==> src/hdl/dott_pkg.sv <==
`timescale 1ns / 1ps
package dott_pkg;
  localparam int TIMER_SLOTS_DEF = 16;
  localparam int TIME_BITS_DEF = 48;
  localparam int NOW_W = 48;
  localparam int PER_W = 32;
  localparam int SLOT_W = 4;
  localparam int MAX_RESULTS = 16;
  localparam logic [47:0] WINDOW_RESET = 48'd3600000;

  typedef enum logic [2:0] {
    FN_ADD = 3'd0, FN_CANCEL = 3'd1, FN_REFRESH = 3'd2, FN_RESET = 3'd3,
    FN_CHECK = 3'd4, FN_CLEAR = 3'd5, FN_QUERY = 3'd6, FN_NOP = 3'd7
  } func_t;

  typedef enum logic [1:0] {
    ST_OK = 2'd0, ST_FULL = 2'd1, ST_INACTIVE = 2'd2, ST_SAME = 2'd3
  } status_t;

  typedef enum logic [2:0] {
    S_IDLE, S_READ, S_SCAN, S_EMIT, S_FIRE, S_OUT
  } state_t;

  typedef struct packed {
    logic [2:0]  func;
    logic [47:0] now_ms;
    logic [3:0]  slot;
    logic [31:0] period_ms;
    logic        loop;
    logic        restart_now;
  } in_item_t;

  typedef struct packed {
    logic [1:0]  status;
    logic [3:0]  slot_out;
    logic        fired;
    logic        rearmed;
    logic [47:0] wait_ms;
    logic        last;
  } out_item_t;
endpackage

==> src/hdl/dott_if.sv <==
`timescale 1ns / 1ps
interface dott_in_if;
  import dott_pkg::*;
  logic valid;
  logic ready;
  in_item_t data;
  modport source (output valid, output data, input ready);
  modport sink (input valid, input data, output ready);
endinterface

interface dott_out_if;
  import dott_pkg::*;
  logic valid;
  logic ready;
  out_item_t data;
  modport source (output valid, output data, input ready);
  modport sink (input valid, input data, output ready);
endinterface

==> src/hdl/deadline_ordered_timer_table_core.sv <==
`timescale 1ns / 1ps
// Timer table held in one synchronous memory (periodic flag, period, deadline per
// slot) with active bits in flip-flops. Items are handled one at a time. Add, cancel,
// clear, unused codes, a refused refresh or reset and a check on an empty table go
// from the read state straight to the result; refresh and reset first do one memory
// read, then a write unless a reset keeps the same period and does not restart. Query
// and a check with nothing due scan all slots, one slot read per cycle. A check reports
// one expiry per full scan for the earliest due deadline, as the single memory read port
// gives one slot read at a time; each expiry may also wait on the result port. The next
// item is accepted only after the last result of the current one has been taken.
module deadline_ordered_timer_table_core #(
  parameter int TIMER_SLOTS = dott_pkg::TIMER_SLOTS_DEF,
  parameter int TIME_BITS = dott_pkg::TIME_BITS_DEF
) (
  input  logic        clk,
  input  logic        rst,
  input  logic        cfg_we,
  input  logic [47:0] cfg_wdata,
  dott_in_if.sink     in_ch,
  dott_out_if.source  out_ch
);
  import dott_pkg::*;
  localparam int AW = $clog2(TIMER_SLOTS);
  localparam int MW = 1 + PER_W + TIME_BITS;
  localparam logic [TIME_BITS-1:0] TMAX = '1;
  localparam int RW = $clog2(MAX_RESULTS + 1);

  state_t state, state_next;
  in_item_t cur;
  logic [TIMER_SLOTS-1:0] active, due;
  logic [47:0] window, last_check;
  logic [AW:0] idx;
  logic [AW-1:0] best;
  logic best_ok;
  logic [TIME_BITS-1:0] best_dl;
  logic best_per;
  logic [PER_W-1:0] best_period;
  logic [RW-1:0] nres;
  logic roll;
  logic [TIME_BITS-1:0] now_t;

  logic we;
  logic [AW-1:0] waddr, raddr;
  logic [MW-1:0] wdata, rdata;
  logic rd_per;
  logic [PER_W-1:0] rd_period;
  logic [TIME_BITS-1:0] rd_dl;
  logic [AW-1:0] rd_addr;
  logic rd_vld;

  out_item_t obuf;
  out_item_t read_res;
  logic ovalid;

  dott_mem #(.DEPTH(TIMER_SLOTS), .WIDTH(MW)) u_mem (
    .clk(clk), .we(we), .waddr(waddr), .wdata(wdata), .raddr(raddr), .rdata(rdata)
  );
  assign {rd_per, rd_period, rd_dl} = rdata;
  assign now_t = TIME_BITS'(cur.now_ms);

  function automatic logic [TIME_BITS-1:0] sat_add(input logic [TIME_BITS-1:0] a,
                                                   input logic [TIME_BITS-1:0] b);
    logic [TIME_BITS:0] s;
    s = {1'b0, a} + {1'b0, b};
    return s[TIME_BITS] ? TMAX : s[TIME_BITS-1:0];
  endfunction

  logic free_found;
  logic [AW-1:0] free_slot;
  always_comb begin
    free_found = 1'b0;
    free_slot = '0;
    for (int i = TIMER_SLOTS - 1; i >= 0; i--) begin
      if (!active[i]) begin
        free_found = 1'b1;
        free_slot = AW'(i);
      end
    end
  end

  logic slot_ok;
  assign slot_ok = (int'(cur.slot) < TIMER_SLOTS) && active[AW'(cur.slot)];

  logic [TIME_BITS-1:0] rd_per_t, start, wait_raw;
  assign rd_per_t = TIME_BITS'(rd_period);
  assign start = cur.restart_now ? now_t : (rd_dl >= rd_per_t ? rd_dl - rd_per_t : '0);
  assign wait_raw = best_dl - now_t;

  logic [TIMER_SLOTS-1:0] due_rest;
  logic fire_last;
  assign due_rest = due & ~(TIMER_SLOTS'(1) << best);
  assign fire_last = (due_rest == '0) || (nres == RW'(MAX_RESULTS - 1));

  assign in_ch.ready = (state == S_IDLE) && !ovalid;
  assign out_ch.valid = ovalid;
  assign out_ch.data = obuf;

  logic scan_cand;
  assign scan_cand = rd_vld &&
                     (cur.func == FN_QUERY ? active[rd_addr] :
                      (due[rd_addr] && (roll || rd_dl <= now_t))) &&
                     (!best_ok || rd_dl < best_dl);

  always_comb begin
    read_res = '{status: ST_OK, slot_out: '0, fired: 1'b0, rearmed: 1'b0,
                 wait_ms: '0, last: 1'b1};
    case (func_t'(cur.func))
      FN_ADD: begin
        if (free_found) read_res.slot_out = SLOT_W'(free_slot);
        else read_res.status = ST_FULL;
      end
      FN_CANCEL, FN_REFRESH, FN_RESET: if (!slot_ok) read_res.status = ST_INACTIVE;
      default: ;
    endcase
  end

  always_comb begin
    state_next = state;
    case (state)
      S_IDLE: if (in_ch.valid && in_ch.ready) state_next = S_READ;
      S_READ: begin
        if (cur.func == FN_QUERY ||
            (cur.func == FN_CHECK && active != '0)) state_next = S_SCAN;
        else if ((cur.func == FN_REFRESH || cur.func == FN_RESET) && slot_ok)
          state_next = S_EMIT;
        else state_next = S_OUT;
      end
      S_SCAN: if (!rd_vld && idx == (AW+1)'(TIMER_SLOTS)) state_next = S_FIRE;
      S_EMIT: state_next = S_OUT;
      S_FIRE: if (!ovalid) begin
        if (cur.func == FN_CHECK && best_ok) state_next = fire_last ? S_IDLE : S_SCAN;
        else state_next = S_OUT;
      end
      S_OUT: if (!ovalid) state_next = S_IDLE;
      default: state_next = S_IDLE;
    endcase
  end

  always_comb begin
    we = 1'b0;
    waddr = AW'(cur.slot);
    wdata = '0;
    raddr = (state == S_SCAN) ? idx[AW-1:0] : AW'(cur.slot);
    if (state == S_READ && cur.func == FN_ADD && free_found) begin
      we = 1'b1;
      waddr = free_slot;
      wdata = {cur.loop, cur.period_ms, sat_add(now_t, TIME_BITS'(cur.period_ms))};
    end else if (state == S_EMIT && cur.func == FN_REFRESH) begin
      we = 1'b1;
      wdata = {rd_per, rd_period, sat_add(now_t, rd_per_t)};
    end else if (state == S_EMIT && cur.func == FN_RESET &&
                 !(cur.period_ms == rd_period && !cur.restart_now)) begin
      we = 1'b1;
      wdata = {rd_per, cur.period_ms, sat_add(start, TIME_BITS'(cur.period_ms))};
    end else if (state == S_FIRE && !ovalid && cur.func == FN_CHECK && best_ok &&
                 best_per) begin
      we = 1'b1;
      waddr = best;
      wdata = {best_per, best_period, sat_add(now_t, TIME_BITS'(best_period))};
    end
    if (state == S_FIRE) raddr = best;
  end

  always_ff @(posedge clk) begin
    if (rst) begin
      state <= S_IDLE;
      active <= '0;
      window <= WINDOW_RESET;
      last_check <= '0;
      ovalid <= 1'b0;
      rd_vld <= 1'b0;
    end else begin
      state <= state_next;
      if (cfg_we) window <= cfg_wdata;
      if (ovalid && out_ch.ready) ovalid <= 1'b0;
      rd_vld <= (state == S_SCAN) && idx < (AW+1)'(TIMER_SLOTS);
      rd_addr <= raddr;
      if (state == S_SCAN && idx < (AW+1)'(TIMER_SLOTS)) idx <= idx + 1'b1;
      if (scan_cand) begin
        best_ok <= 1'b1;
        best <= rd_addr;
        best_dl <= rd_dl;
        best_per <= rd_per;
        best_period <= rd_period;
      end
      case (state)
        S_IDLE: if (in_ch.valid && in_ch.ready) begin
          cur <= in_ch.data;
          nres <= '0;
        end
        S_READ: begin
          idx <= '0;
          best_ok <= 1'b0;
          obuf <= read_res;
          case (func_t'(cur.func))
            FN_ADD: if (free_found) active[free_slot] <= 1'b1;
            FN_CANCEL: if (slot_ok) active[AW'(cur.slot)] <= 1'b0;
            FN_CHECK: if (active != '0) begin
              roll <= (last_check > 48'(now_t)) &&
                      ((last_check - 48'(now_t)) > window);
              last_check <= 48'(now_t);
              due <= active;
            end
            FN_CLEAR: active <= '0;
            default: ;
          endcase
        end
        S_SCAN: if (!rd_vld && idx == (AW+1)'(TIMER_SLOTS) && cur.func == FN_CHECK) begin
          due <= due;
        end
        S_EMIT: if (cur.func == FN_RESET && cur.period_ms == rd_period && !cur.restart_now)
          obuf.status <= ST_SAME;
        S_FIRE: if (!ovalid) begin
          idx <= '0;
          best_ok <= 1'b0;
          if (cur.func == FN_QUERY) begin
            obuf <= '{status: ST_OK, slot_out: '0, fired: 1'b0, rearmed: 1'b0,
                      wait_ms: !best_ok ? 48'hFFFF_FFFF_FFFF :
                               (now_t >= best_dl ? 48'd0 :
                               ((64'(wait_raw) > 64'h0000_FFFF_FFFF_FFFE) ?
                                48'hFFFF_FFFF_FFFE : 48'(wait_raw))),
                      last: 1'b1};
          end else if (best_ok) begin
            due[best] <= 1'b0;
            if (!best_per) active[best] <= 1'b0;
            nres <= nres + 1'b1;
            obuf <= '{status: ST_OK, slot_out: SLOT_W'(best), fired: 1'b1,
                      rearmed: best_per, wait_ms: '0, last: fire_last};
            ovalid <= 1'b1;
          end
        end
        S_OUT: if (!ovalid) ovalid <= 1'b1;
        default: ;
      endcase
      if (state == S_SCAN && rd_vld && cur.func == FN_CHECK && due[rd_addr] &&
          !roll && rd_dl > now_t)
        due[rd_addr] <= 1'b0;
    end
  end

  assert property (@(posedge clk) disable iff (rst) ovalid && !out_ch.ready |=> ovalid);
  assert property (@(posedge clk) disable iff (rst) in_ch.ready |-> state == S_IDLE);
  assert property (@(posedge clk) disable iff (rst)
                   state == S_FIRE && !ovalid && cur.func == FN_CHECK && best_ok
                   |=> !due[$past(best)])
    else $error("fired slot still due");
endmodule

==> src/hdl/dott_mem.sv <==
`timescale 1ns / 1ps
module dott_mem #(
  parameter int DEPTH = 16,
  parameter int WIDTH = 81
) (
  input  logic                     clk,
  input  logic                     we,
  input  logic [$clog2(DEPTH)-1:0] waddr,
  input  logic [WIDTH-1:0]         wdata,
  input  logic [$clog2(DEPTH)-1:0] raddr,
  output logic [WIDTH-1:0]         rdata
);
  logic [WIDTH-1:0] mem [DEPTH];
  always_ff @(posedge clk) begin
    if (we) mem[waddr] <= wdata;
    rdata <= mem[raddr];
  end
endmodule

==> src/flat_wrapper.sv <==
// flat-port wrapper written by rule: the top's interface ports become plain ports
module deadline_ordered_timer_table_core_flat import dott_pkg::*;
#(
  parameter int TIMER_SLOTS = dott_pkg::TIMER_SLOTS_DEF,
  parameter int TIME_BITS = dott_pkg::TIME_BITS_DEF
)
  (clk, rst, cfg_we, cfg_wdata, in_ch_valid, in_ch_data, in_ch_ready, out_ch_valid, out_ch_data, out_ch_ready);
  dott_in_if in_ch_i ();
  dott_out_if out_ch_i ();
  input  logic clk;
  input  logic rst;
  input  logic cfg_we;
  input  logic [47:0] cfg_wdata;
  input wire logic [$bits(in_ch_i.valid)-1:0] in_ch_valid;
  input wire logic [$bits(in_ch_i.data)-1:0] in_ch_data;
  output wire logic [$bits(in_ch_i.ready)-1:0] in_ch_ready;
  output wire logic [$bits(out_ch_i.valid)-1:0] out_ch_valid;
  output wire logic [$bits(out_ch_i.data)-1:0] out_ch_data;
  input wire logic [$bits(out_ch_i.ready)-1:0] out_ch_ready;
  assign in_ch_i.valid = in_ch_valid;
  assign in_ch_i.data = in_ch_data;
  assign in_ch_ready = in_ch_i.ready;
  assign out_ch_valid = out_ch_i.valid;
  assign out_ch_data = out_ch_i.data;
  assign out_ch_i.ready = out_ch_ready;
  deadline_ordered_timer_table_core #(.TIMER_SLOTS(TIMER_SLOTS), .TIME_BITS(TIME_BITS)) u_core (.clk(clk), .rst(rst), .cfg_we(cfg_we), .cfg_wdata(cfg_wdata), .in_ch(in_ch_i), .out_ch(out_ch_i));
endmodule
==> config.mk <==
export PLATFORM = sky130hd
export DESIGN_NAME = deadline_ordered_timer_table_core_flat
export DESIGN_NICKNAME = d
export VERILOG_FILES = /design/src/hdl/dott_pkg.sv /design/src/hdl/dott_if.sv /design/src/hdl/deadline_ordered_timer_table_core.sv /design/src/hdl/dott_mem.sv /design/src/flat_wrapper.sv
export SDC_FILE = /design/constraint.sdc
export NUM_CORES = 2
export LEC_CHECK = 0
export BUFFER_PORTS_ARGS = -buffer_cell sky130_fd_sc_hd__buf_4
export CAP_MARGIN = 5
export CORE_MARGIN = 4
export CORE_UTILIZATION = 50
export DETAILED_ROUTE_END_ITERATION = 7
export PLACE_DENSITY = 0.66
export SYNTH_ARGS = -nofsm -noshare
export SYNTH_HDL_FRONTEND = slang
export SYNTH_SLANG_ARGS = --single-unit
==> constraint.sdc <==
create_clock -name clk -period 29.9 [get_ports clk]
set_clock_uncertainty 0.1 [all_clocks]
set_input_delay 5.98 -clock clk [delete_from_list [all_inputs] [get_ports clk]]
set_output_delay 5.98 -clock clk [all_outputs]
set_load 0.01 [all_outputs]
==> results.json <==
{
  "status": "finished, final reports clean",
  "rsz0062_at_grt": "false",
  "vdd_drop_max_mv": 0.05158,
  "synth_ff_type": "edfxtp_1",
  "netlist_instances": 8355,
  "grt_pass1_vias": 64320,
  "crit_start": "u_core.u_mem.rdata[60]$_DFF_P_",
  "path_max_fanout": 39,
  "cts_sinks": 1757,
  "post_dp_cell_area_um2": 92740,
  "stdcell_area_um2": 98640,
  "drive_gt1_share_pct": 7.815,
  "end_kind": "flop",
  "power_density_nw_per_um2": 79.67,
  "min_path_type": "reg -> reg",
  "slew_violations": 0,
  "gp_congestion": 1.002,
  "core_area_um2": 176500,
  "die_y_um": 429.8,
  "cts_htree_levels": 4,
  "layout_min_cycle_time_ns": 9.455,
  "required_ns": 30.24,
  "worstPathArrival_ns": 9.80,
  "fmax_mhz": 105.8,
  "start_util_pct": 50.41,
  "reg2reg_depth": 24,
  "viasPerCell": 6.328,
  "ant_nets": 0,
  "antenna_found_initial": 25,
  "first_pass_iters": 6,
  "fin_crit_sh_pct": 31.62,
  "dieArea_um2": 184800,
  "synth-seq-cells": 1757,
  "std_cell_rows": 154,
  "worstSetupStartpointType": "flop",
  "vias": 68960,
  "fill_cells": 14930,
  "crit_type": "reg -> reg",
  "hpwl_mm": 196.1,
  "post_cts_resize_count": 0,
  "leakage_nw": 37.15,
  "die_w_um": 429.8,
  "grt_pass1_wl_mm": 427.0,
  "setup_viol": 0,
  "pin_count": 201,
  "postCtsHoldBufs": 0,
  "route.detailed.drc": 0,
  "cts_buffers": 184,
  "grt_start_max_net_pins": 159,
  "yosysSeqAreaShare_pct": 57.07,
  "syn_area_um2": 88970,
  "clock_path_buffers": 3,
  "io_buffers": 200,
  "cap_violations": 0,
  "synth.avg_cell_area_um2": 10.65,
  "critPathCapture": "u_core.u_mem.mem[10][3]$_DFFE_PP_",
  "relSlewSlack_pct": 11.43,
  "drtIter0Drc": 9138,
  "syn2layout_area_growth_pct": 10.87,
  "yosysWarnings": 0,
  "ys_types": 87,
  "synth_async_sr_flop_share_pct": 0,
  "regToRegSetupSlack_ns": 20.45,
  "syn_nets": 8907,
  "reg2reg_to": "u_core.u_mem.mem[10][3]$_DFFE_PP_",
  "finalHoldViolations": 0,
  "clk_pin_slew_worst_paths_ns": 0.07,
  "insertion_delay_ns": 0.86,
  "r2r_start": "u_core.u_mem.rdata[60]$_DFF_P_",
  "routedWlPerCell_um": 27.11,
  "overflow": 0,
  "cts_tree": "yes",
  "synth_edf_count": 1559,
  "whs_ns": 0.3605,
  "setup_tns_ns": 0,
  "layout.nets": 8940,
  "drt_wl_total_mm": 295.4,
  "track_usage_pct": 30.90,
  "post_cts_buffers": 0,
  "clockRootBuffer": "clkbuf_16",
  "tightest_slew_ns": 1.322
}
==> metrics by stage <==
step / utilization (%) / setup WS [ns] / power [mW] / instances
2_1_floorplan: - / 13.69 / 4.664 / 8355
3_3_place_gp: 52.55 / 20.74 / 5.602 / 10540
3_5_place_dp: 52.55 / 20.65 / 5.590 / 10540
4_1_cts: 55.87 / 20.62 / 7.798 / 10890
5_1_grt: 55.88 / 20.06 / 8.189 / 10890
6_report: 55.89 / 20.45 / 7.859 / 10900
==> layout by cell type (no fill, tap or decap), types with 17 or more instances in the layout <==
master     netlist  routed
nand3_1        256     256
o21bai_1        31      31
and3_1         277     276
edfxtp_1      1559    1559
or3_1           25      25
nor3_1          87      85
nand4_1         98      98
o21ai_0        272     270
ha_1           403     403
o211ai_1        45      45
nand2b_1        57      57
nand2_1       1751    1750
o22ai_1         68      67
o31ai_1         29      29
clkbuf_16        0     186
a221o_1         35      35
nor2_4           0      18
a311oi_1       165     165
buf_4            0     314
xor2_1          99      99
nor2b_1         66      66
and2_1          22      22
clkbuf_1       428      49
inv_1          263     263
a21oi_1        546     545
o21ai_1         16      17
xnor2_1        187     187
dfxtp_1        198     198
o21a_1          59      58
a211oi_1       123     122
clkinv_1         4      42
clkinv_2         0      31
a22oi_1         38      38
nor2_1         389     370
a21o_1         156     154
a31oi_1        214     214
nor4_1          41      41
mux2i_1         46      46
==> flip-flops by register name, summed over array words and instances (netlist names), 16 cells and up <==
register and cells:
u_core.last_check 48, u_core.u_mem.mem 1296, u_core.cur 41, u_core.now_t 48, u_core.best_dl 48, u_core.best_period 32, u_core.window 48, u_core.out_ch.data 57
u_core.due 16, u_core.u_mem.rdata 81, u_core.active 16
==> Yosys cell counts, types with 16 or more instances <==
master	instances	share of area, %
nand2_1	1751	7.4
edfxtp_1	1559	53
a21oi_1	546	3.1
clkbuf_1	428	1.8
ha_1	403	5.7
nor2_1	389	1.6
and3_1	277	1.9
o21ai_0	272	1.5
inv_1	263	1.1
nand3_1	256	1.4
a31oi_1	214	1.5
dfxtp_1	198	4.5
xnor2_1	187	1.8
a311oi_1	165	1.6
a21o_1	156	1.3
a211oi_1	123	1.0
xor2_1	99	0.97
nand4_1	98	0.69
nor3_1	87	0.49
o22ai_1	68	0.48
nor2b_1	66	0.46
o21a_1	59	0.50
nand2b_1	57	0.40
mux2i_1	46	0.52
o211ai_1	45	0.38
nor4_1	41	0.29
a22oi_1	38	0.32
a221o_1	35	0.39
buf_1	33	0.14
o21bai_1	31	0.26
o31ai_1	29	0.24
or3_1	25	0.18
and2_1	22	0.15
o21ai_1	16	0.090
==> report_power, final <==
group / switching [mW] / internal (mW)
clock network: 0.992 / 1.23
logic: 1.82 / 0.887
registers: 0.151 / 2.79
==> how the worst min path moves through the flow <==
stage	slack (ns)	startpoint	cells past startpoint	to
2_1_floorplan	0.30	u_core.u_mem.rdata[80]$_DFF_P_	0	u_core.best_per$_DFFE_PP_
3_3_place_gp	0.33	u_core.u_mem.rdata[0]$_DFF_P_	0	u_core.best_dl[0]$_DFFE_PP_
3_5_place_dp	0.35	u_core.last_check[0]$_SDFFE_PP0P_	2	u_core.last_check[0]$_SDFFE_PP0P_
4_1_cts	0.36	u_core.u_mem.rdata[0]$_DFF_P_	0	u_core.best_dl[0]$_DFFE_PP_
5_1_grt	0.36	u_core.u_mem.rdata[0]$_DFF_P_	0	u_core.best_dl[0]$_DFFE_PP_
6_report	0.36	u_core.last_check[28]$_SDFFE_PP0P_	2	u_core.last_check[28]$_SDFFE_PP0P_
==> area by class of cell <==
class	instances	area (µm²)	share of cell area (%)
antenna	8	20.02	0.02029
tap	2340	2928	2.968
clock buffer	242	4935	5.003
clock inverter	104	938.4	0.9513
multi-input combinational	5860	35610	36.10
timing repair buffer	317	2417	2.451
sequential	1757	50780	51.48
inverter	268	1021	1.035
==> per-layer routing <==
metal  track usage, %  share of wire (%)
met1            44.09                 41
met2            46.60                 44
met3            5.767                 10
met4            12.77                4.5
met5                0             0.0078
==> cells by family after synthesis <==
| family | count (synthesis) | share of synthesized area, % |
|---|---|---|
| DFF | 1757 | 57.07 |
| AOI/OAI and AO/OA | 1967 | 14.53 |
| xor gates and xnor gates | 286 | 2.815 |
| buffers and inverters | 738 | 3.154 |
| muxes | 65 | 0.9479 |
| and+or+nand+nor | 3132 | 15.66 |
| adders and majority gates | 410 | 5.825 |
==> worst max-delay path, cell delays in order (launching register included) <==
cell and delay, ns:
dfxtp_1 0.41, inv_1 0.11, ha_1 0.46, nand4_1 0.34, nor4_1 0.81, a21oi_1 0.34
o211ai_1 0.25, nor2_1 0.07, buf_4 0.23, o31ai_1 0.29, ha_1 0.26, inv_1 0.07
fa_1 0.40, nor2b_1 0.17, o31ai_1 0.13, a31oi_1 0.30, o21ai_0 0.17, a21bo_2 0.25
o31ai_1 0.65, o211ai_1 0.34, or3_1 0.43, a2111oi_4 0.45, and3_4 0.72, o21ai_0 0.19
a31oi_1 1.00
No activity file was read; power rests on OpenSTA's default activity.
